**src/rtl/ers_pkg.sv**
```systemverilog
// ers_pkg: widths, register indexes, phase codes and shared structs of the
// reverse arming sequencer; no dependencies, compiled first
package ers_pkg;

    localparam int CHAN_W     = 1;
    localparam int PULSE_W    = 12;
    localparam int BAND_W     = 10;
    localparam int TIME_W     = 16;
    localparam int STAMP_W    = 32;
    localparam int PHASE_W    = 3;
    localparam int CFG_IDX_W  = 3;
    localparam int CFG_DATA_W = 16;

    localparam int CHANNELS_DEF = 2;

    localparam logic [PULSE_W-1:0] MIN_PULSE_RST     = 12'd1000;
    localparam logic [PULSE_W-1:0] MAX_PULSE_RST     = 12'd2000;
    localparam logic [PULSE_W-1:0] NEUTRAL_PULSE_RST = 12'd1500;
    localparam logic [BAND_W-1:0]  HALF_BAND_RST     = 10'd30;
    localparam logic [TIME_W-1:0]  BRAKE_TIME_RST    = 16'd100;
    localparam logic [TIME_W-1:0]  REVERSE_DELAY_RST = 16'd200;

    typedef enum logic [CFG_IDX_W-1:0] {
        REG_MIN_PULSE     = 3'd0,
        REG_MAX_PULSE     = 3'd1,
        REG_NEUTRAL_PULSE = 3'd2,
        REG_HALF_BAND     = 3'd3,
        REG_BRAKE_TIME    = 3'd4,
        REG_REVERSE_DELAY = 3'd5
    } t_reg_idx;

    typedef enum logic [PHASE_W-1:0] {
        PH_FORWARD      = 3'd0,
        PH_NEUTRAL      = 3'd1,
        PH_REV_START    = 3'd2,
        PH_BRAKE        = 3'd3,
        PH_REV_PAUSE    = 3'd4,
        PH_REV_PASS     = 3'd5
    } t_phase;

    typedef struct packed {
        logic [PULSE_W-1:0] min_pulse;
        logic [PULSE_W-1:0] max_pulse;
        logic [PULSE_W-1:0] neutral_pulse;
        logic [BAND_W-1:0]  half_band;
        logic [TIME_W-1:0]  brake_time;
        logic [TIME_W-1:0]  reverse_delay;
    } t_cfg;

    typedef struct packed {
        logic [CHAN_W-1:0]  channel;
        logic [PULSE_W-1:0] request_us;
        logic [STAMP_W-1:0] now_ms;
    } t_cmd;

    typedef struct packed {
        logic [CHAN_W-1:0]  out_channel;
        logic [PULSE_W-1:0] pulse_us;
        t_phase             phase;
    } t_res;

    typedef struct packed {
        logic               armed;
        logic [STAMP_W-1:0] start_ms;
    } t_chan_state;

    typedef struct packed {
        logic wr_en;
        logic armed;
        logic load_start;
    } t_state_upd;

endpackage

```
**src/rtl/ers_if.sv**
```systemverilog
// ers_if: valid/ready channel interfaces for commands, results and
// configuration writes; depends on ers_pkg
interface ers_cmd_if;
    logic                         valid;
    logic                         ready;
    logic [ers_pkg::CHAN_W-1:0]   channel;
    logic [ers_pkg::PULSE_W-1:0]  request_us;
    logic [ers_pkg::STAMP_W-1:0]  now_ms;

    modport source (output valid, output channel, output request_us, output now_ms,
                    input ready);
    modport sink   (input valid, input channel, input request_us, input now_ms,
                    output ready);
endinterface

interface ers_res_if;
    logic                         valid;
    logic                         ready;
    logic [ers_pkg::CHAN_W-1:0]   out_channel;
    logic [ers_pkg::PULSE_W-1:0]  pulse_us;
    logic [ers_pkg::PHASE_W-1:0]  phase;

    modport source (output valid, output out_channel, output pulse_us, output phase,
                    input ready);
    modport sink   (input valid, input out_channel, input pulse_us, input phase,
                    output ready);
endinterface

interface ers_cfg_if;
    logic                           valid;
    logic                           ready;
    logic [ers_pkg::CFG_IDX_W-1:0]  index;
    logic [ers_pkg::CFG_DATA_W-1:0] data;

    modport source (output valid, output index, output data, input ready);
    modport sink   (input valid, input index, input data, output ready);
endinterface

```
**src/rtl/ers_cfg_regs.sv**
```systemverilog
// ers_cfg_regs: configuration register file, written over the cfg channel
// depends on ers_pkg and ers_if
module ers_cfg_regs (
    input  logic             i_clk,
    input  logic             i_rst_n,
    ers_cfg_if.sink          i_cfg,
    output ers_pkg::t_cfg    o_cfg
);

    ers_pkg::t_cfg r_cfg;

    assign i_cfg.ready = 1'b1;

    always_ff @(posedge i_clk) begin
        if (!i_rst_n) begin
            r_cfg.min_pulse     <= ers_pkg::MIN_PULSE_RST;
            r_cfg.max_pulse     <= ers_pkg::MAX_PULSE_RST;
            r_cfg.neutral_pulse <= ers_pkg::NEUTRAL_PULSE_RST;
            r_cfg.half_band     <= ers_pkg::HALF_BAND_RST;
            r_cfg.brake_time    <= ers_pkg::BRAKE_TIME_RST;
            r_cfg.reverse_delay <= ers_pkg::REVERSE_DELAY_RST;
        end else if (i_cfg.valid) begin
            unique case (ers_pkg::t_reg_idx'(i_cfg.index))
                ers_pkg::REG_MIN_PULSE:     r_cfg.min_pulse <= i_cfg.data[ers_pkg::PULSE_W-1:0];
                ers_pkg::REG_MAX_PULSE:     r_cfg.max_pulse <= i_cfg.data[ers_pkg::PULSE_W-1:0];
                ers_pkg::REG_NEUTRAL_PULSE: begin
                    r_cfg.neutral_pulse <= i_cfg.data[ers_pkg::PULSE_W-1:0];
                end
                ers_pkg::REG_HALF_BAND:     r_cfg.half_band <= i_cfg.data[ers_pkg::BAND_W-1:0];
                ers_pkg::REG_BRAKE_TIME:    r_cfg.brake_time <= i_cfg.data[ers_pkg::TIME_W-1:0];
                ers_pkg::REG_REVERSE_DELAY: begin
                    r_cfg.reverse_delay <= i_cfg.data[ers_pkg::TIME_W-1:0];
                end
                default: ;
            endcase
        end
    end

    assign o_cfg = r_cfg;

endmodule

```
**src/rtl/ers_chan_state.sv**
```systemverilog
// ers_chan_state: per-channel armed flag and reverse start timestamp
// depends on ers_pkg
module ers_chan_state #(
    parameter int CHANNELS = ers_pkg::CHANNELS_DEF
) (
    input  logic                          i_clk,
    input  logic                          i_rst_n,
    input  logic [ers_pkg::CHAN_W-1:0]    i_channel,
    input  logic [ers_pkg::STAMP_W-1:0]   i_now_ms,
    input  ers_pkg::t_state_upd           i_upd,
    output ers_pkg::t_chan_state          o_state
);

    localparam int IDX_W = (CHANNELS > 1) ? $clog2(CHANNELS) : 1;

    logic                        r_armed    [CHANNELS];
    logic [ers_pkg::STAMP_W-1:0] r_start_ms [CHANNELS];
    logic [IDX_W-1:0]            w_sel;

    // channel modulo CHANNELS: the one-bit channel is below any count of two or more
    assign w_sel = (CHANNELS > 1) ? IDX_W'(i_channel) : '0;

    assign o_state.armed    = r_armed[w_sel];
    assign o_state.start_ms = r_start_ms[w_sel];

    always_ff @(posedge i_clk) begin
        if (!i_rst_n) begin
            for (int i = 0; i < CHANNELS; i++) begin
                r_armed[i]    <= 1'b1;
                r_start_ms[i] <= '0;
            end
        end else if (i_upd.wr_en) begin
            r_armed[w_sel] <= i_upd.armed;
            if (i_upd.load_start) begin
                r_start_ms[w_sel] <= i_now_ms;
            end
        end
    end

endmodule

```
**src/rtl/ers_decide.sv**
```systemverilog
// ers_decide: clamp, band test and reverse timing for one command
// depends on ers_pkg
module ers_decide (
    input  ers_pkg::t_cfg         i_cfg,
    input  ers_pkg::t_cmd         i_cmd,
    input  ers_pkg::t_chan_state  i_state,
    output ers_pkg::t_res         o_res,
    output ers_pkg::t_state_upd   o_upd
);

    logic [ers_pkg::PULSE_W-1:0] w_clamp;
    logic [ers_pkg::PULSE_W:0]   w_hi_edge;
    logic [ers_pkg::PULSE_W:0]   w_c_plus_h;
    logic                        w_fwd;
    logic                        w_above_lo;
    logic [ers_pkg::STAMP_W-1:0] w_elapsed;
    logic                        w_past_delay;
    logic                        w_past_brake;

    always_comb begin
        if (i_cmd.request_us < i_cfg.min_pulse) begin
            w_clamp = i_cfg.min_pulse;
        end else if (i_cmd.request_us > i_cfg.max_pulse) begin
            w_clamp = i_cfg.max_pulse;
        end else begin
            w_clamp = i_cmd.request_us;
        end
    end

    // c > N - H is tested as c + H > N to stay unsigned
    assign w_hi_edge  = {1'b0, i_cfg.neutral_pulse} + (ers_pkg::PULSE_W+1)'(i_cfg.half_band);
    assign w_c_plus_h = {1'b0, w_clamp} + (ers_pkg::PULSE_W+1)'(i_cfg.half_band);
    assign w_fwd      = {1'b0, w_clamp} >= w_hi_edge;
    assign w_above_lo = w_c_plus_h > {1'b0, i_cfg.neutral_pulse};

    assign w_elapsed    = i_cmd.now_ms - i_state.start_ms;
    assign w_past_delay = w_elapsed > ers_pkg::STAMP_W'(i_cfg.reverse_delay);
    assign w_past_brake = w_elapsed > ers_pkg::STAMP_W'(i_cfg.brake_time);

    always_comb begin
        o_res.out_channel = i_cmd.channel;
        o_upd.wr_en       = 1'b0;
        o_upd.armed       = i_state.armed;
        o_upd.load_start  = 1'b0;
        if (w_fwd) begin
            o_res.pulse_us = w_clamp;
            o_res.phase    = ers_pkg::PH_FORWARD;
            o_upd.wr_en    = 1'b1;
            o_upd.armed    = 1'b1;
        end else if (w_above_lo) begin
            o_res.pulse_us = i_cfg.neutral_pulse;
            o_res.phase    = ers_pkg::PH_NEUTRAL;
            o_upd.wr_en    = 1'b1;
            o_upd.armed    = 1'b1;
        end else if (i_state.armed) begin
            o_res.pulse_us   = i_cfg.neutral_pulse;
            o_res.phase      = ers_pkg::PH_REV_START;
            o_upd.wr_en      = 1'b1;
            o_upd.armed      = 1'b0;
            o_upd.load_start = 1'b1;
        end else if (w_past_delay) begin
            o_res.pulse_us = w_clamp;
            o_res.phase    = ers_pkg::PH_REV_PASS;
        end else if (w_past_brake) begin
            o_res.pulse_us = i_cfg.neutral_pulse;
            o_res.phase    = ers_pkg::PH_REV_PAUSE;
        end else begin
            o_res.pulse_us = i_cfg.min_pulse;
            o_res.phase    = ers_pkg::PH_BRAKE;
        end
    end

endmodule

```
**src/rtl/esc_reverse_arming_sequencer.sv**
```systemverilog
// esc_reverse_arming_sequencer: top level, command and result registers
// around the decision logic; depends on ers_pkg, ers_if and the ers modules
//
//  channel  | dir | carries                                  | transfer when
//  ---------+-----+------------------------------------------+----------------------
//  i_cmd    | in  | channel, request_us, now_ms              | valid && ready
//  o_res    | out | out_channel, pulse_us, phase             | valid && ready
//  i_cfg    | in  | index (register number), data            | valid (ready held high)
//
//  one command per cycle sustained while o_res is ready; a command is taken into
//  the command register at its transfer, then moves into the result register
//  the per-channel state is read and written in the cycle a command moves
//  into the result register, so back-to-back commands on one channel chain
//  synchronous active-low reset arms every channel, clears the timestamps,
//  loads register defaults and empties both stages
//  a stalled o_res holds the result; i_cmd keeps taking one more command
//  into the command register before ready drops
module esc_reverse_arming_sequencer #(
    parameter int CHANNELS = ers_pkg::CHANNELS_DEF
) (
    input  logic     i_clk,
    input  logic     i_rst_n,
    ers_cmd_if.sink  i_cmd,
    ers_res_if.source o_res,
    ers_cfg_if.sink  i_cfg
);

    ers_pkg::t_cfg         w_cfg;
    ers_pkg::t_chan_state  w_state;
    ers_pkg::t_res         w_res;
    ers_pkg::t_state_upd   w_upd;
    ers_pkg::t_state_upd   w_upd_gated;

    // command register
    logic                  r_cmd_valid;
    ers_pkg::t_cmd         r_cmd;
    // result register
    logic                  r_res_valid;
    ers_pkg::t_res         r_res;

    logic                  w_advance;
    logic                  w_in_ready;

    ers_cfg_regs u_cfg_regs (
        .i_clk   (i_clk),
        .i_rst_n (i_rst_n),
        .i_cfg   (i_cfg),
        .o_cfg   (w_cfg)
    );

    ers_chan_state #(
        .CHANNELS (CHANNELS)
    ) u_chan_state (
        .i_clk     (i_clk),
        .i_rst_n   (i_rst_n),
        .i_channel (r_cmd.channel),
        .i_now_ms  (r_cmd.now_ms),
        .i_upd     (w_upd_gated),
        .o_state   (w_state)
    );

    ers_decide u_decide (
        .i_cfg   (w_cfg),
        .i_cmd   (r_cmd),
        .i_state (w_state),
        .o_res   (w_res),
        .o_upd   (w_upd)
    );

    // command moves on when the result register is empty or being drained
    assign w_advance  = r_cmd_valid && (!r_res_valid || o_res.ready);
    assign w_in_ready = !r_cmd_valid || w_advance;

    // state only changes for a command that actually moves on
    always_comb begin
        w_upd_gated       = w_upd;
        w_upd_gated.wr_en = w_upd.wr_en && w_advance;
    end

    assign i_cmd.ready = w_in_ready;

    always_ff @(posedge i_clk) begin
        if (!i_rst_n) begin
            r_cmd_valid <= 1'b0;
        end else if (w_in_ready) begin
            r_cmd_valid <= i_cmd.valid;
        end
    end

    always_ff @(posedge i_clk) begin
        if (w_in_ready && i_cmd.valid) begin
            r_cmd.channel    <= i_cmd.channel;
            r_cmd.request_us <= i_cmd.request_us;
            r_cmd.now_ms     <= i_cmd.now_ms;
        end
    end

    always_ff @(posedge i_clk) begin
        if (!i_rst_n) begin
            r_res_valid <= 1'b0;
        end else if (w_advance) begin
            r_res_valid <= 1'b1;
        end else if (o_res.ready) begin
            r_res_valid <= 1'b0;
        end
    end

    always_ff @(posedge i_clk) begin
        if (w_advance) begin
            r_res <= w_res;
        end
    end

    assign o_res.valid       = r_res_valid;
    assign o_res.out_channel = r_res.out_channel;
    assign o_res.pulse_us    = r_res.pulse_us;
    assign o_res.phase       = r_res.phase;

endmodule

```
**src/flat_wrapper.sv**
```systemverilog
// flat-port wrapper written by rule: the top's interface ports become plain ports
module esc_reverse_arming_sequencer_flat 
#(
    parameter int CHANNELS = ers_pkg::CHANNELS_DEF
)
  (i_clk, i_rst_n, i_cmd_valid, i_cmd_channel, i_cmd_request_us, i_cmd_now_ms, i_cmd_ready, o_res_valid, o_res_out_channel, o_res_pulse_us, o_res_phase, o_res_ready, i_cfg_valid, i_cfg_index, i_cfg_data, i_cfg_ready);
  ers_cmd_if i_cmd_i ();
  ers_res_if o_res_i ();
  ers_cfg_if i_cfg_i ();
  input  logic i_clk;
  input  logic i_rst_n;
  input wire logic [$bits(i_cmd_i.valid)-1:0] i_cmd_valid;
  input wire logic [$bits(i_cmd_i.channel)-1:0] i_cmd_channel;
  input wire logic [$bits(i_cmd_i.request_us)-1:0] i_cmd_request_us;
  input wire logic [$bits(i_cmd_i.now_ms)-1:0] i_cmd_now_ms;
  output wire logic [$bits(i_cmd_i.ready)-1:0] i_cmd_ready;
  output wire logic [$bits(o_res_i.valid)-1:0] o_res_valid;
  output wire logic [$bits(o_res_i.out_channel)-1:0] o_res_out_channel;
  output wire logic [$bits(o_res_i.pulse_us)-1:0] o_res_pulse_us;
  output wire logic [$bits(o_res_i.phase)-1:0] o_res_phase;
  input wire logic [$bits(o_res_i.ready)-1:0] o_res_ready;
  input wire logic [$bits(i_cfg_i.valid)-1:0] i_cfg_valid;
  input wire logic [$bits(i_cfg_i.index)-1:0] i_cfg_index;
  input wire logic [$bits(i_cfg_i.data)-1:0] i_cfg_data;
  output wire logic [$bits(i_cfg_i.ready)-1:0] i_cfg_ready;
  assign i_cmd_i.valid = i_cmd_valid;
  assign i_cmd_i.channel = i_cmd_channel;
  assign i_cmd_i.request_us = i_cmd_request_us;
  assign i_cmd_i.now_ms = i_cmd_now_ms;
  assign i_cmd_ready = i_cmd_i.ready;
  assign o_res_valid = o_res_i.valid;
  assign o_res_out_channel = o_res_i.out_channel;
  assign o_res_pulse_us = o_res_i.pulse_us;
  assign o_res_phase = o_res_i.phase;
  assign o_res_i.ready = o_res_ready;
  assign i_cfg_i.valid = i_cfg_valid;
  assign i_cfg_i.index = i_cfg_index;
  assign i_cfg_i.data = i_cfg_data;
  assign i_cfg_ready = i_cfg_i.ready;
  esc_reverse_arming_sequencer #(.CHANNELS(CHANNELS)) u_core (.i_clk(i_clk), .i_rst_n(i_rst_n), .i_cmd(i_cmd_i), .o_res(o_res_i), .i_cfg(i_cfg_i));
endmodule
```
**config.mk**
```make
export PLATFORM = sky130hd
export DESIGN_NAME = esc_reverse_arming_sequencer_flat
export DESIGN_NICKNAME = d
export VERILOG_FILES = /design/src/rtl/ers_pkg.sv /design/src/rtl/ers_if.sv /design/src/rtl/ers_cfg_regs.sv /design/src/rtl/ers_chan_state.sv /design/src/rtl/ers_decide.sv /design/src/rtl/esc_reverse_arming_sequencer.sv /design/src/flat_wrapper.sv
export SDC_FILE = /design/constraint.sdc
export NUM_CORES = 1
export LEC_CHECK = 0
export BUFFER_PORTS_ARGS = -buffer_cell sky130_fd_sc_hd__buf_2
export CORE_MARGIN = 3
export CORE_UTILIZATION = 38
export CTS_CLUSTER_SIZE = 25
export DETAILED_ROUTE_END_ITERATION = 7
export GPL_ROUTABILITY_DRIVEN = 0
export GPL_TIMING_DRIVEN = 0
export PLACE_DENSITY = 0.58
export SYNTH_ARGS = -nofsm -noshare
export SYNTH_HDL_FRONTEND = slang
export SYNTH_HIERARCHICAL = 1
export SYNTH_SLANG_ARGS = --single-unit
```
**constraint.sdc**
```tcl
create_clock -name i_clk -period 9.35 [get_ports i_clk]
set_input_delay 0.935 -clock i_clk [delete_from_list [all_inputs] [get_ports i_clk]]
set_output_delay 0.935 -clock i_clk [all_outputs]
set_load 0.05 [all_outputs]
```
## Yosys cells after proc, flatten, opt, wreduce, memory -nomap -nowiden

Memories as Yosys holds them, arrays and structs flattened. A register that Yosys moved wholly into a read port is not among the register bits.
Index checks and enable logic that the tools add are counted.

| word-level totals | value |
|---|---|
| bits in writable memories | 66 |
| register bits | 141 |
| memories kept | 2 |
| bits of input ports | 69 |
| word-level logic and storage cells | 81 |

Memory list:

| name | words | bits a word | rd ports | clocked after Yosys merged registers in | wr ports | RTL line | source |
|---|---|---|---|---|---|---|---|
| u_core.u_chan_state.r_start_ms | 2 | 32 | 1 | 1 | 2 | ers_chan_state.sv:17 | `logic [ers_pkg::STAMP_W-1:0] r_start_ms [CHANNELS];` |
| u_core.u_chan_state.r_armed | 2 | 1 | 1 | 1 | 2 | ers_chan_state.sv:16 | `logic r_armed [CHANNELS];` |

| cells by class | value |
|---|---|
| $lt $le $gt $ge | 6 |
| reduce and logical (&&, ||, !) cells | 19 |
| add/subtract/negate cells | 3 |
| equal/unequal tests | 5 |
| mux-type cells | 30 |

Operators by type and width:

| kind | count |
|---|---|
| two-way mux 15 bit | 5 |
| > comparator 32 x 16 -> 1 bit | 2 |
| two-way mux 32 bit | 1 |
| OR reduction 32 bit | 1 |
| subtractor 32 bit | 1 |
| adder 12 x 10 -> 13 bit | 2 |
| two-way mux 12 bit | 2 |
| two-way mux 1 bit | 19 |
| >= comparator 12 x 13 -> 1 bit | 1 |
| > comparator 13 x 12 -> 1 bit | 1 |
| > comparator 12 bit | 1 |
| less-than comparator 12 bit | 1 |
| AND reduction 2 bit | 6 |
| equality test 3 x 2 -> 1 bit (second input constant) | 2 |
| equality test 3 bit (second input constant) | 2 |
| two-way mux 2 bit | 2 |
| equality test 3 x 1 -> 1 bit (second input constant) | 1 |
| logical AND 1 bit | 3 |
| zero test 3 bit | 1 |
| two-way mux 3 bit | 1 |
| OR reduction 3 bit | 1 |
| zero test 1 bit | 2 |
| logical OR 1 bit | 2 |
| nonzero test 2 bit | 1 |
| 2 further kinds | 2 |

## Logic depth before layout (Yosys ltp)

Gate-level depths: netlist of the first run.

| depth | value |
|---|---|
| word-level depth | 13 |
| mapped depth | 31 |

## Cells and area by module

Netlist of the first run, hierarchy kept.

Modules (own cells, without submodules):

| module | times used | area an instance (µm²) | cells an instance |
|---|---|---|---|
| ers_decide | 1 | 5621.6 | 786 |
| ers_cfg_regs | 1 | 3027.9 | 292 |
| ers_chan_state | 1 | 2911.5 | 227 |
| esc_reverse_arming_sequencer | 1 | 1945.6 | 72 |

## Least setup slack after synthesis of the first run

Ideal clock, no wire load.

| timing path | value |
|---|---|
| path type | reg-to-reg |
| from | reg u_core/r_cmd[35] (netlist bit) |
| to | mem u_core/u_chan_state/r_start_ms[0][0] (netlist bit) (enable) |
| arrival | 7.757 ns |
| data required time | 8.884 ns |
| stages on the path, launching flop included | 30 |
| buffers on the path | 2 |
| slack | 1.127 ns |
| clock period less this slack | 8.223 ns |
| setup time | 0.466 ns |
| path through | edfxtp_1 -> ha_1 -> and3_1 -> a221o_1 -> a221oi_1 -> a32oi_1 -> clkbuf_1 -> mux2i_1 -> o21ai_0 -> ha_1 -> a21o_1 -> a21oi_1 -> o21bai_1 -> a21o_1 -> a21oi_1 -> nor2b_1 -> o21ai_0 -> a21oi_1 -> o21ai_0 -> xnor2_1 -> ha_1 -> nand4_1 -> o32a_1 -> o31ai_1 -> o21ai_1 -> nor2_1 -> and2_1 -> buf_2 -> nand2_1 -> o21ai_0 |

RTL lines:

| what | RTL line | source |
|---|---|---|
| start, declared | esc_reverse_arming_sequencer.sv:36 | `ers_pkg::t_cmd r_cmd;` |
| end, declared | ers_chan_state.sv:17 |  |

==> results of run 1 <==
[timing repair]
| item | 4_1_cts | 5_1_grt |
|---|---|---|
| hold buffers | 0 | 0 |
| endpoints found under the setup margin | 0 | 32 |
| resized for setup | 0 | 1 |
[per-layer routing]
layer,GRT usage [%],wire length (µm)
met5,0,0
met1,27.60,17720
met4,5.080,856
met3,2.860,2077
met2,30.58,16610
[power by group through the flow]
stage	logic, mW	registers [mW]	clock network, mW
2_1_floorplan	0.482	1.08	0
3_3_place_gp	0.686	1.06	0
3_5_place_dp	0.699	1.06	0
4_1_cts	0.703	1.04	1.05
5_1_grt	0.788	1.05	1.08
6_report	0.711	1.04	1.02
[flip-flops by register name, indices dropped and copies added (netlist names)]
signal	count
u_core/o_res.out_channel	1
u_core/o_res.phase	3
u_core/o_res.pulse_us	12
u_core/o_res.valid	1
u_core/r_cmd	45
u_core/r_cmd_valid	1
u_core/u_cfg_regs/o_cfg	78
u_core/u_chan_state/r_armed	2
u_core/u_chan_state/r_start_ms	64
[worst paths after layout]
kind                                                   from                                    to  slack [ns]  cells past startpoint
worst max register to register             u_core/r_cmd[41]  u_core/u_chan_state/r_start_ms[1][2]        0.81                     30
worst max-delay path                       u_core/r_cmd[41]  u_core/u_chan_state/r_start_ms[1][2]        0.81                     30
worst min-delay path            u_core/u_cfg_regs/o_cfg[31]           u_core/u_cfg_regs/o_cfg[31]        0.46                      2
worst min register to register  u_core/u_cfg_regs/o_cfg[31]           u_core/u_cfg_regs/o_cfg[31]        0.46                      2
[worst max-delay path: cells and delay by family, from the launching register on]
| family | cells | cell delay [ns] |
|---|---|---|
| DFF | 1 | 0.44 |
| and+or+nand+nor | 9 | 1.64 |
| muxes | 1 | 0.21 |
| adders and majority gates | 3 | 0.91 |
| AOI/OAI and AO/OA | 14 | 3.66 |
| buffers and inverters | 3 | 1.27 |
[area by class of cell]
cell class	count	area [µm²]
Clock buffer	26	629.4
Buffer	63	299.0
Clock inverter	19	224.0
Fill cell	3371	19390
Sequential cell	207	5415
Inverter	114	427.9
Multi-Input combinational cell	993	7383
Timing Repair Buffer	87	457.9
Tap cell	455	569.3
[layout by cell type (no fill, tap or decap), types with 5 or more instances in the layout]
cell       instances
nand3_1           60
nand4_1           22
a31oi_1            6
nand2_1          122
clkbuf_1          34
mux2_2            37
a221oi_1           5
xnor2_1           20
nor3_1             9
and3_1             9
o21a_1            13
o21ai_0           48
ha_1             131
dfxtp_1           80
nor2b_1           50
a21o_1            31
o21ai_1            6
edfxtp_1         127
xor2_1            15
buf_4              5
buf_2            109
and4_1             5
clkbuf_16         25
nor2_1           110
o221ai_2           9
o211ai_1          11
a21oi_1           66
nand2b_1          10
o21bai_1           9
and2_1             6
a211oi_1           8
mux2i_1           91
inv_1            114
[through the flow]
step / setup slack, ns / instances / hold WS [ns] / util [%] / area [µm²]
3_5_place_dp: 0.7617 / 1919 / 0.4533 / 41.81 / 14550
5_1_grt: 0.1963 / 1964 / 0.4860 / 44.27 / 15410
3_3_place_gp: -1.973 / 1918 / 0.4448 / 41.69 / 14510
4_1_cts: 0.7259 / 1964 / 0.4607 / 44.26 / 15400
6_report: 0.8068 / 1964 / 0.4573 / 44.27 / 15410
2_1_floorplan: 1.127 / 1377 / 0.4347 / - / 13510
[kinds of logic after synthesis]
logic type	synth area share, %
AND/OR/NAND/NOR	16.04
other	0.02776
buffers and inverters	5.382
multiplexers	9.829
AO/OA/AOI/OAI	13.78
XOR/XNOR	2.270
adder cells (fa/ha/maj)	12.58
flip-flops	40.09
==> results by group, run 1 <==
Die
  – Total Die Area: 37,840 µm²
  – Core Region: 34,800 µm²
  – Initial core utilization: 38.81%
  – # rows: 68
  – Die width: 194.5 µm
  – Die height: 194.5 µm
  – Io pins: 88

Global routing
  – Total Routing Usage GR: 19.28%
  – Largest net degree at the start of global routing: 46
  – Gr ovfl total: 0
  – First-pass GRT wire length: 58.12 mm
  – Initial antenna violation count: 0
  – Vias in the first global route: 10.50k

CTS
  – CTS Root Cell: clkbuf_16
  – Inserted Clock Buffers: 25
  – Clk Latency, worst-skew pair: 0.55 ns
  – CTS Sinks: 207
  – Setup repair bufs after CTS: 0
  – H-tree levels: 1
  – Worst-case clock buffer depth: 3
  – CTS tree: done
  – Clk pin slew, worst setup/hold paths: 0.06 ns

Worst setup path
  – Critical Path RT: 9.52 ns
  – WP data arrival: 8.72 ns
  – Critical path type: reg -> reg
  – Worst path max stage delay: 0.74 ns
  – Worst setup SP type: flop
  – Crit path max fanout: 32
  – CP Capture Type: flop
  – CP max stage cell: o21ai_0

Timing
  – Relative slew slack: 40.05%
  – Crit share post-route: 91.37%
  – Final TNS setup: 0 ns
  – Period minus WS final: 8.543 ns
  – Final setup viols: 0
  – Slew @ Worst Pin: 0.8898 ns
  – Clk_skew: 0.02361 ns
  – Fmax: 0.1171 GHz
  – Slew Limit Fails: 0
  – Fin. Hold Viols: 0
  – RSZ-0062 raised after global routing: false

Synth
  – Synthesized flop and latch total: 207
  – Distinct cells, synth: 87
  – Synth Cell Area: 13,510 µm²
  – Syn Area/Cell: 9.809 µm²
  – Synth top area cells: edfxtp_1 28%, ha_1 12%, dfxtp_1 12%
  – FFs w/ async S/R, synth: 0%
  – Post-synth top area share: 28.24%
  – Main synth FF type: edfxtp_1
  – Most frequent cell after synthesis: ha_1
  – EDFF count, synth: 127
  – Sequential share of the synthesized area: 40.09%
  – Syn_nets: 1,580
  – Cells after synthesis: 1,377
  – Largest area contributor in the netlist: edfxtp_1
  – Top cells by count, synth: 131 x ha_1, 127 x edfxtp_1, 123 x nand2_1
  – Number of synthesis warnings: 6

Pwr
  – Peak supply drop: 0.0001421 V
  – Comb pwr share: 25.6%
  – Clk network pwr share: 36.7%
  – Cell Pwr Density: 179.9 nW/µm²
  – Switching Fraction: 31.70%
  – Sequential power share: 37.6%
  – Leakage Power: 6.572 nW
  – Internal Power: 1.893 mW
  – Sw Pwr: 0.8785 mW
  – Total Power: 2.772 mW

Detailed routing
  – Drt total wl: 37.27 mm
  – Post-route antenna net violation count: 0
  – Vias: 10.62k
  – 1st-pass router iterations: 7
  – Drt initial violations: 744
  – Post-DR wirelength/cell: 18.98 µm
  – Routed vias/inst: 5.405
  – DRC: 0

Place
  – Hpwl dp: 28.79 mm
  – PortBufs: 86

Hold path
  – Hold Crit Class: reg -> reg

Flow run
  – MaxCap Viol Count: 0

Cells and area
  – # diodes: 0
  – Share of layout cells above drive strength 1: 14.98%
  – Syn-to-layout area delta: 14.06%
  – Final layout net count: 1,694

Outcome
  – Outcome: completed
No activity file was read; power rests on OpenSTA's default activity.
==> run 2: changes to the inputs <==
--- a/config.mk
+++ b/config.mk
@@ -11,8 +11,8 @@
 export CTS_CLUSTER_SIZE = 25
 export DETAILED_ROUTE_END_ITERATION = 7
 export GPL_ROUTABILITY_DRIVEN = 0
-export GPL_TIMING_DRIVEN = 0
 export PLACE_DENSITY = 0.58
+export RECOVER_POWER = 100
 export SYNTH_ARGS = -nofsm -noshare
 export SYNTH_HDL_FRONTEND = slang
 export SYNTH_HIERARCHICAL = 1
==> run 2 against run 1 <==
Net effect:
- the run now ends with max-capacitance violations, max-slew violations left
- via count shrank 2.1%
- count of clock-buffer cells in the layout grew 6
- clock power decreased by 9%
- global-route usage down 0.74 points
- critical path depth is the same
- register-to-register slack improved by 0.74 ns
- final cell count shrank 2.6%
- non-clock buffer count fell by 51
- sequential cell count did not move
- hold slack improved by 0.0040 ns
- core utilization shrank 1.3 points
- worst setup slack gained 0.74 ns
- critical endpoint is now u_core/u_chan_state/r_start_ms[0][30]
==> results by group, run 2 (synthesis gave the netlist of run 1 again) <==
Pwr
  – Leakage Power: 6.314 nW (-3.9%)
  – Peak supply drop: 0.0001347 V (-5.2%)
  – Cell Pwr Density: 177.5 nW/µm² (-1.3%)

Worst setup path
  – Worst setup path end: u_core/u_chan_state/r_start_ms[0][30]
  – Setup crit start: u_core/r_cmd[43]
  – Critical Path RT: 9.57 ns (+0.05 ns)
  – Reg2Reg Setup Slack: 1.54 ns (+0.74 ns)
  – Worst setup SP type: flop
  – WP data arrival: 8.03 ns (-0.69 ns)
  – Worst R2R Path Depth: 30 (unchanged)
  – R2R Path Start: u_core/r_cmd[43]
  – Critical path type: reg -> reg
  – CP Capture Type: flop
  – Capture point of the worst reg-to-reg path: u_core/u_chan_state/r_start_ms[0][30]
  – Crit-path most repeated cell: o21ai_0
  – Worst path max stage delay: 0.65 ns (-0.09 ns)
  – CP max stage cell: clkbuf_1
  – Crit path max fanout: 36 (+13%)

Cells and area
  – Post-Layout Cell Count: 1,912 (-2.6%)
  – Syn-to-layout area delta: 10.81%
  – Leading cell type in the layout, fill and taps excluded: ha_1
  – Highest-count cells in the layout ignoring fill and taps: 131 x ha_1, 127 x edfxtp_1, 123 x nand2_1
  – Share of layout cells above drive strength 1: 11.12% (-3.9 points)
  – # diodes: 0 (unchanged)
  – Final layout net count: 1,643 (-3.0%)
  – Fillers: 3,389 (+0.53%)
  – Max reg flops: 78 (unchanged)
  – Final Cell Area: 14,970 µm² (-2.9%)

Timing
  – Slew Limit Fails: 175 (+175)
  – Clk_skew: 0.01285 ns (-0.01076 ns)
  – WHS: 0.4613 ns (+0.004013 ns)
  – RSZ-0062 raised after global routing: false
  – Worst setup slack after layout: 1.544 ns (+0.7369 ns)
  – Final setup viols: 0 (unchanged)
  – Fin. Hold Viols: 0 (unchanged)
  – Final TNS setup: 0 ns (unchanged)
  – Crit share post-route: 83.49% (-7.9 points)
  – Fmax: 0.1281 GHz (+9.4%)
  – Relative slew slack: -145.6% (-190 points)
  – Slew @ Worst Pin: 3.685 ns (+2.795 ns)
  – Period minus WS final: 7.806 ns (-0.7369 ns)

Flow run
  – MaxCap Viol Count: 3 (+3)

Outcome
  – Outcome: finished, violations left
  – Failing checks: max-capacitance violations, max-slew violations

Detailed routing
  – Post-route antenna net violation count: 0 (unchanged)
  – 1st-pass router iterations: 4 (-3)
  – Post-DR wirelength/cell: 19.02 µm (+0.23%)
  – Vias: 10.40k (-2.1%)
  – Drt total wl: 36.37 mm (-2.4%)
  – DRC: 0 (unchanged)
  – Routed vias/inst: 5.438 (+0.60%)
  – Drt initial violations: 614 (-17%)

Global routing
  – Vias in the first global route: 10.33k (-1.6%)
  – First-pass GRT wire length: 56.57 mm (-2.7%)
  – Gr ovfl total: 0 (unchanged)
  – Initial antenna violation count: 0 (unchanged)
  – Largest net degree at the start of global routing: 87 (+89%)
  – Total Routing Usage GR: 18.53% (-0.74 points)

Place
  – PortBufs: 86 (unchanged)
  – Pre-CTS setup slack: 1.993 ns (+1.231 ns)
  – Placed cells: 1,868 (-2.7%)
  – Hpwl dp: 27.29 mm (-5.2%)
  – Total placed instance area: 14,320 µm² (-1.5%)

Die
  – Io pins: 88 (unchanged)
  – Initial core utilization: 38.81% (unchanged)
  – Die height: 194.5 µm (unchanged)
  – Die width: 194.5 µm (unchanged)
  – # rows: 68 (unchanged)
  – Total Die Area: 37,840 µm² (unchanged)
  – Core Region: 34,800 µm² (unchanged)

Hold path
  – Hold Crit Class: reg -> reg

CTS
  – Clk Latency, worst-skew pair: 0.53 ns (-0.02 ns)
  – CTS Root Cell: clkbuf_16
  – Cts repair resizes: 0 (unchanged)
  – Worst-case clock buffer depth: 3 (unchanged)
  – H-tree levels: 1 (unchanged)
  – CTS Sinks: 207 (unchanged)
  – Clk pin slew, worst setup/hold paths: 0.05 ns (about the same)
  – CTS tree: done
  – Hold Buf Count CTS: 0 (unchanged)
  – Setup repair bufs after CTS: 0 (unchanged)
  – Inserted Clock Buffers: 25 (unchanged)
==> run 2: worst min path at each step <==
stage | cells past startpoint | end | slack (ns) | startpoint
floorplan | 2 | u_core/u_cfg_regs/o_cfg[20] | 0.43 | u_core/u_cfg_regs/o_cfg[20]
global placement | 2 | u_core/u_cfg_regs/o_cfg[26] | 0.44 | u_core/u_cfg_regs/o_cfg[26]
detailed placement | 2 | u_core/u_cfg_regs/o_cfg[4] | 0.45 | u_core/u_cfg_regs/o_cfg[4]
CTS | 2 | u_core/u_cfg_regs/o_cfg[4] | 0.46 | u_core/u_cfg_regs/o_cfg[4]
global route | 2 | u_core/u_cfg_regs/o_cfg[11] | 0.48 | u_core/u_cfg_regs/o_cfg[11]
finish | 2 | u_core/u_cfg_regs/o_cfg[31] | 0.46 | u_core/u_cfg_regs/o_cfg[31]
==> run 2: area by class of cell <==
type | count | area, µm² | area share, %
flip-flops and latches | 207 | 5415 | 36.18
well taps | 455 | 569.3 | 3.804
clock inverters | 12 | 92.59 | 0.6186
repair buffers | 99 | 484.2 | 3.235
multi-input cells | 993 | 7295 | 48.74
inverters | 114 | 427.9 | 2.859
clock buffers | 32 | 683.2 | 4.564
==> run 2: critical path: cells and delay by family, from the launching register on <==
kind,cells,cell delay (ns)
AO/OA/AOI/OAI,15,3.09
buffers and inverters,3,1.38
AND/OR/NAND/NOR,7,1.26
adder cells (fa/ha/maj),3,1.01
flip-flops,1,0.42
multiplexers,1,0.17
XOR/XNOR,1,0.11
==> run 2: where the power goes <==
part           internal (mW)  switching [mW]
combinational          0.257           0.424
clock                  0.542           0.389
sequential              1.02          0.0225
==> run 2: metal layers <==
metal / part of all wire (%) / vias to the layer above / track usage [%]
met1: 49 / 5005 / 26.59
li1: - / 5092 / -
met2: 44 / 246 / 29.63
met4: 2.3 / 0 / 4.787
met3: 4.4 / 54 / 2.409
met5: 0 / - / 0
==> run 2: stage by stage <==
stage | utilization, % | power [mW]
finish | 43.01 | 2.656
global placement | 41.16 | 1.736
global route | 43.01 | 2.794
floorplan | - | 1.559
CTS | 43.39 | 2.692
detailed placement | 41.16 | 1.749
==> run 3: changes to the inputs <==
--- a/config.mk
+++ b/config.mk
@@ -11,7 +11,7 @@
 export CTS_CLUSTER_SIZE = 25
 export DETAILED_ROUTE_END_ITERATION = 7
 export GPL_ROUTABILITY_DRIVEN = 0
-export PLACE_DENSITY = 0.58
+export PLACE_DENSITY = 0.6
 export RECOVER_POWER = 100
 export SYNTH_ARGS = -nofsm -noshare
 export SYNTH_HDL_FRONTEND = slang
==> constraint.sdc (replaced) <==
create_clock -name i_clk -period 6.3 [get_ports i_clk]
set_input_delay 0.63 -clock i_clk [delete_from_list [all_inputs] [get_ports i_clk]]
set_output_delay 0.63 -clock i_clk [all_outputs]
set_load 0.05 [all_outputs]
==> run 3 against run 2 <==
Net effect:
- the flow still finishes with violations (max-capacitance violations, max-slew violations)
- clock power grew 57%
- core utilization grew 2.8 points
- final cell count grew 3.7%
- maximum frequency grew 27%
- worst setup slack lost 1.4 ns
- highest routed layer is now met5
==> results by group, run 3 (synthesis gave the netlist of run 1 again) <==
Global routing
  – Largest net degree at the start of global routing: 59 (-32%)
  – Vias in the first global route: 10.33k (unchanged)
  – Total Routing Usage GR: 18.28% (-0.26 points)
  – Gr ovfl total: 0 (unchanged)
  – Initial antenna violation count: 1 (+1)
  – First-pass GRT wire length: 55.99 mm (-1.0%)

CTS
  – CTS Root Cell: clkbuf_16
  – CTS tree: done
  – Clk Latency, worst-skew pair: 0.54 ns (about the same)
  – Hold Buf Count CTS: 0 (unchanged)
  – Clk pin slew, worst setup/hold paths: 0.06 ns (about the same)
  – CTS Sinks: 207 (unchanged)
  – Worst-case clock buffer depth: 3 (unchanged)
  – Inserted Clock Buffers: 26 (+4.0%)
  – H-tree levels: 1 (unchanged)

Timing
  – Slew Limit Fails: 46 (-74%)
  – Relative slew slack: -109.0% (+37 points)
  – Slew @ Worst Pin: 3.135 ns (-0.5495 ns)
  – Crit share post-route: 97.35% (+14 points)
  – Period minus WS final: 6.133 ns (-1.674 ns)
  – RSZ-0062 raised after global routing: true
  – Final TNS setup: 0 ns (unchanged)
  – Fin. Hold Viols: 0 (unchanged)
  – Final setup viols: 0 (unchanged)
  – Fmax: 0.1631 GHz (+27%)
  – WHS: 0.2599 ns (-0.2014 ns)
  – Clk_skew: 0.01673 ns (+0.003875 ns)

Pwr
  – Peak supply drop: 0.0002237 V (+66%)
  – Cell Pwr Density: 260.5 nW/µm² (+47%)
  – Leakage Power: 6.825 nW (+8.1%)
  – Total Power: 4.148 mW (+56%)

Die
  – Initial core utilization: 38.81% (unchanged)
  – Core Region: 34,800 µm² (unchanged)
  – Io pins: 88 (unchanged)
  – Die width: 194.5 µm (unchanged)
  – # rows: 68 (unchanged)
  – Die height: 194.5 µm (unchanged)
  – Total Die Area: 37,840 µm² (unchanged)

Cells and area
  – Max reg flops: 78 (unchanged)
  – Leading cell type in the layout, fill and taps excluded: ha_1
  – Fillers: 3,351 (-1.1%)
  – Syn-to-layout area delta: 17.93%
  – Highest-count cells in the layout ignoring fill and taps: 130 x ha_1, 127 x edfxtp_1, 121 x nand2_1
  – Final layout net count: 1,713 (+4.3%)
  – Share of layout cells above drive strength 1: 18.53% (+7.4 points)
  – # diodes: 0 (unchanged)

Detailed routing
  – Drt total wl: 36.41 mm (+0.10%)
  – Post-DR wirelength/cell: 18.37 µm (-3.4%)
  – DRC: 0 (unchanged)
  – Vias: 10.72k (+3.1%)
  – 1st-pass router iterations: 7 (+3)
  – Routed vias/inst: 5.408 (-0.55%)
  – Drt initial violations: 670 (+9.1%)
  – Post-route antenna net violation count: 0 (unchanged)

Worst setup path
  – WP data arrival: 6.43 ns (-1.60 ns)
  – Crit path max fanout: 8 (-78%)
  – Critical path type: reg -> reg
  – Worst R2R Path Depth: 30 (unchanged)
  – Worst setup SP type: flop
  – Worst path max stage delay: 0.40 ns (-0.25 ns)
  – CP max stage cell: edfxtp_1
  – CP Capture Type: flop
  – Critical Path RT: 6.60 ns (-2.97 ns)

Place
  – PortBufs: 86 (unchanged)
  – Hpwl dp: 26.97 mm (-1.1%)

Flow run
  – MaxCap Viol Count: 1 (-2)

Hold path
  – Hold Crit Class: in -> reg
  – Hold path depth: 1 (-1)

Outcome
  – Outcome: finished, violations left
  – Failing checks: max-capacitance violations, max-slew violations
## run 3: cell types whose count changed in the layout (fill, tap and decap cells not counted), moves of 3 or more
cell,delta
o21ai_1,+7
buf_2,+6
o221ai_2,+9
buf_12,+6
o21ai_2,+5
o21ai_0,-13
clkbuf_16,+4
a21oi_1,-6
a21oi_2,+6
o221ai_1,-9
buf_4,+61
clkinv_2,-3
clkbuf_1,-7
## run 3: routing by layer
layer | track usage [%] | wire [µm] | vias to the layer above
li1 | - | - | 5223
met1 | 25.31 | 16980 | 5130
met2 | 29.28 | 16270 | 297
met3 | 2.947 | 2021 | 66
met4 | 5.984 | 1124 | 2
met5 | 0 | 13 | -
## run 3: final timing paths
| path | endpoint | slack, ns | start |
|---|---|---|---|
| worst min register to register | u_core/u_cfg_regs/o_cfg[13] | 0.46 | u_core/u_cfg_regs/o_cfg[13] |
| worst min-delay path | u_core/r_cmd[22] | 0.26 | i_cmd_now_ms[22] |
| worst max-delay path | u_core/u_chan_state/r_start_ms[0][3] | 0.17 | u_core/r_cmd[34] |
| worst max register to register | u_core/u_chan_state/r_start_ms[0][3] | 0.17 | u_core/r_cmd[34] |
## run 3: timing repair
action                     4_1_cts  5_1_grt
pin swaps                        2       28
setup endpoints to repair      143      145
buffers inserted                 0       12
cloned                           0        4
resized for setup                6       38
## run 3: final cells by class
type | count | area [µm²] | area share (%)
timing repair buffer | 168 | 1149 | 7.211
inverter | 114 | 427.9 | 2.687
tap | 455 | 569.3 | 3.574
clock inverter | 9 | 98.84 | 0.6206
clock buffer | 36 | 739.5 | 4.643
multi-input combinational | 993 | 7528 | 47.27
sequential | 207 | 5415 | 34.00
## run 3: stage by stage
stage	std cells	worst slack (ns)	util, %	cell area, µm²
global placement	1921	-0.1398	42.49	14790
CTS	1966	0.009411	44.96	15640
global route	1982	-0.06996	45.77	15930
floorplan	1377	0.03005	-	13530
finish	1982	0.1672	45.77	15930
detailed placement	1921	-0.2260	42.49	14790
## run 3: where the power goes
group	total [mW]	leakage (nW)	internal (mW)	switching (mW)
Clock	1.46	0.410	0.895	0.566
Combinational	1.14	4.50	0.469	0.670
Sequential	1.55	1.92	1.52	0.0317
## run 3: critical path: cells and delay by family, from the launching register on
kind	cells	cell delay, ns
compound gates	16	2.87
buf+inv	3	0.50
fa+ha+maj	3	0.93
flops	1	0.40
mux	1	0.17
simple gates	7	1.02
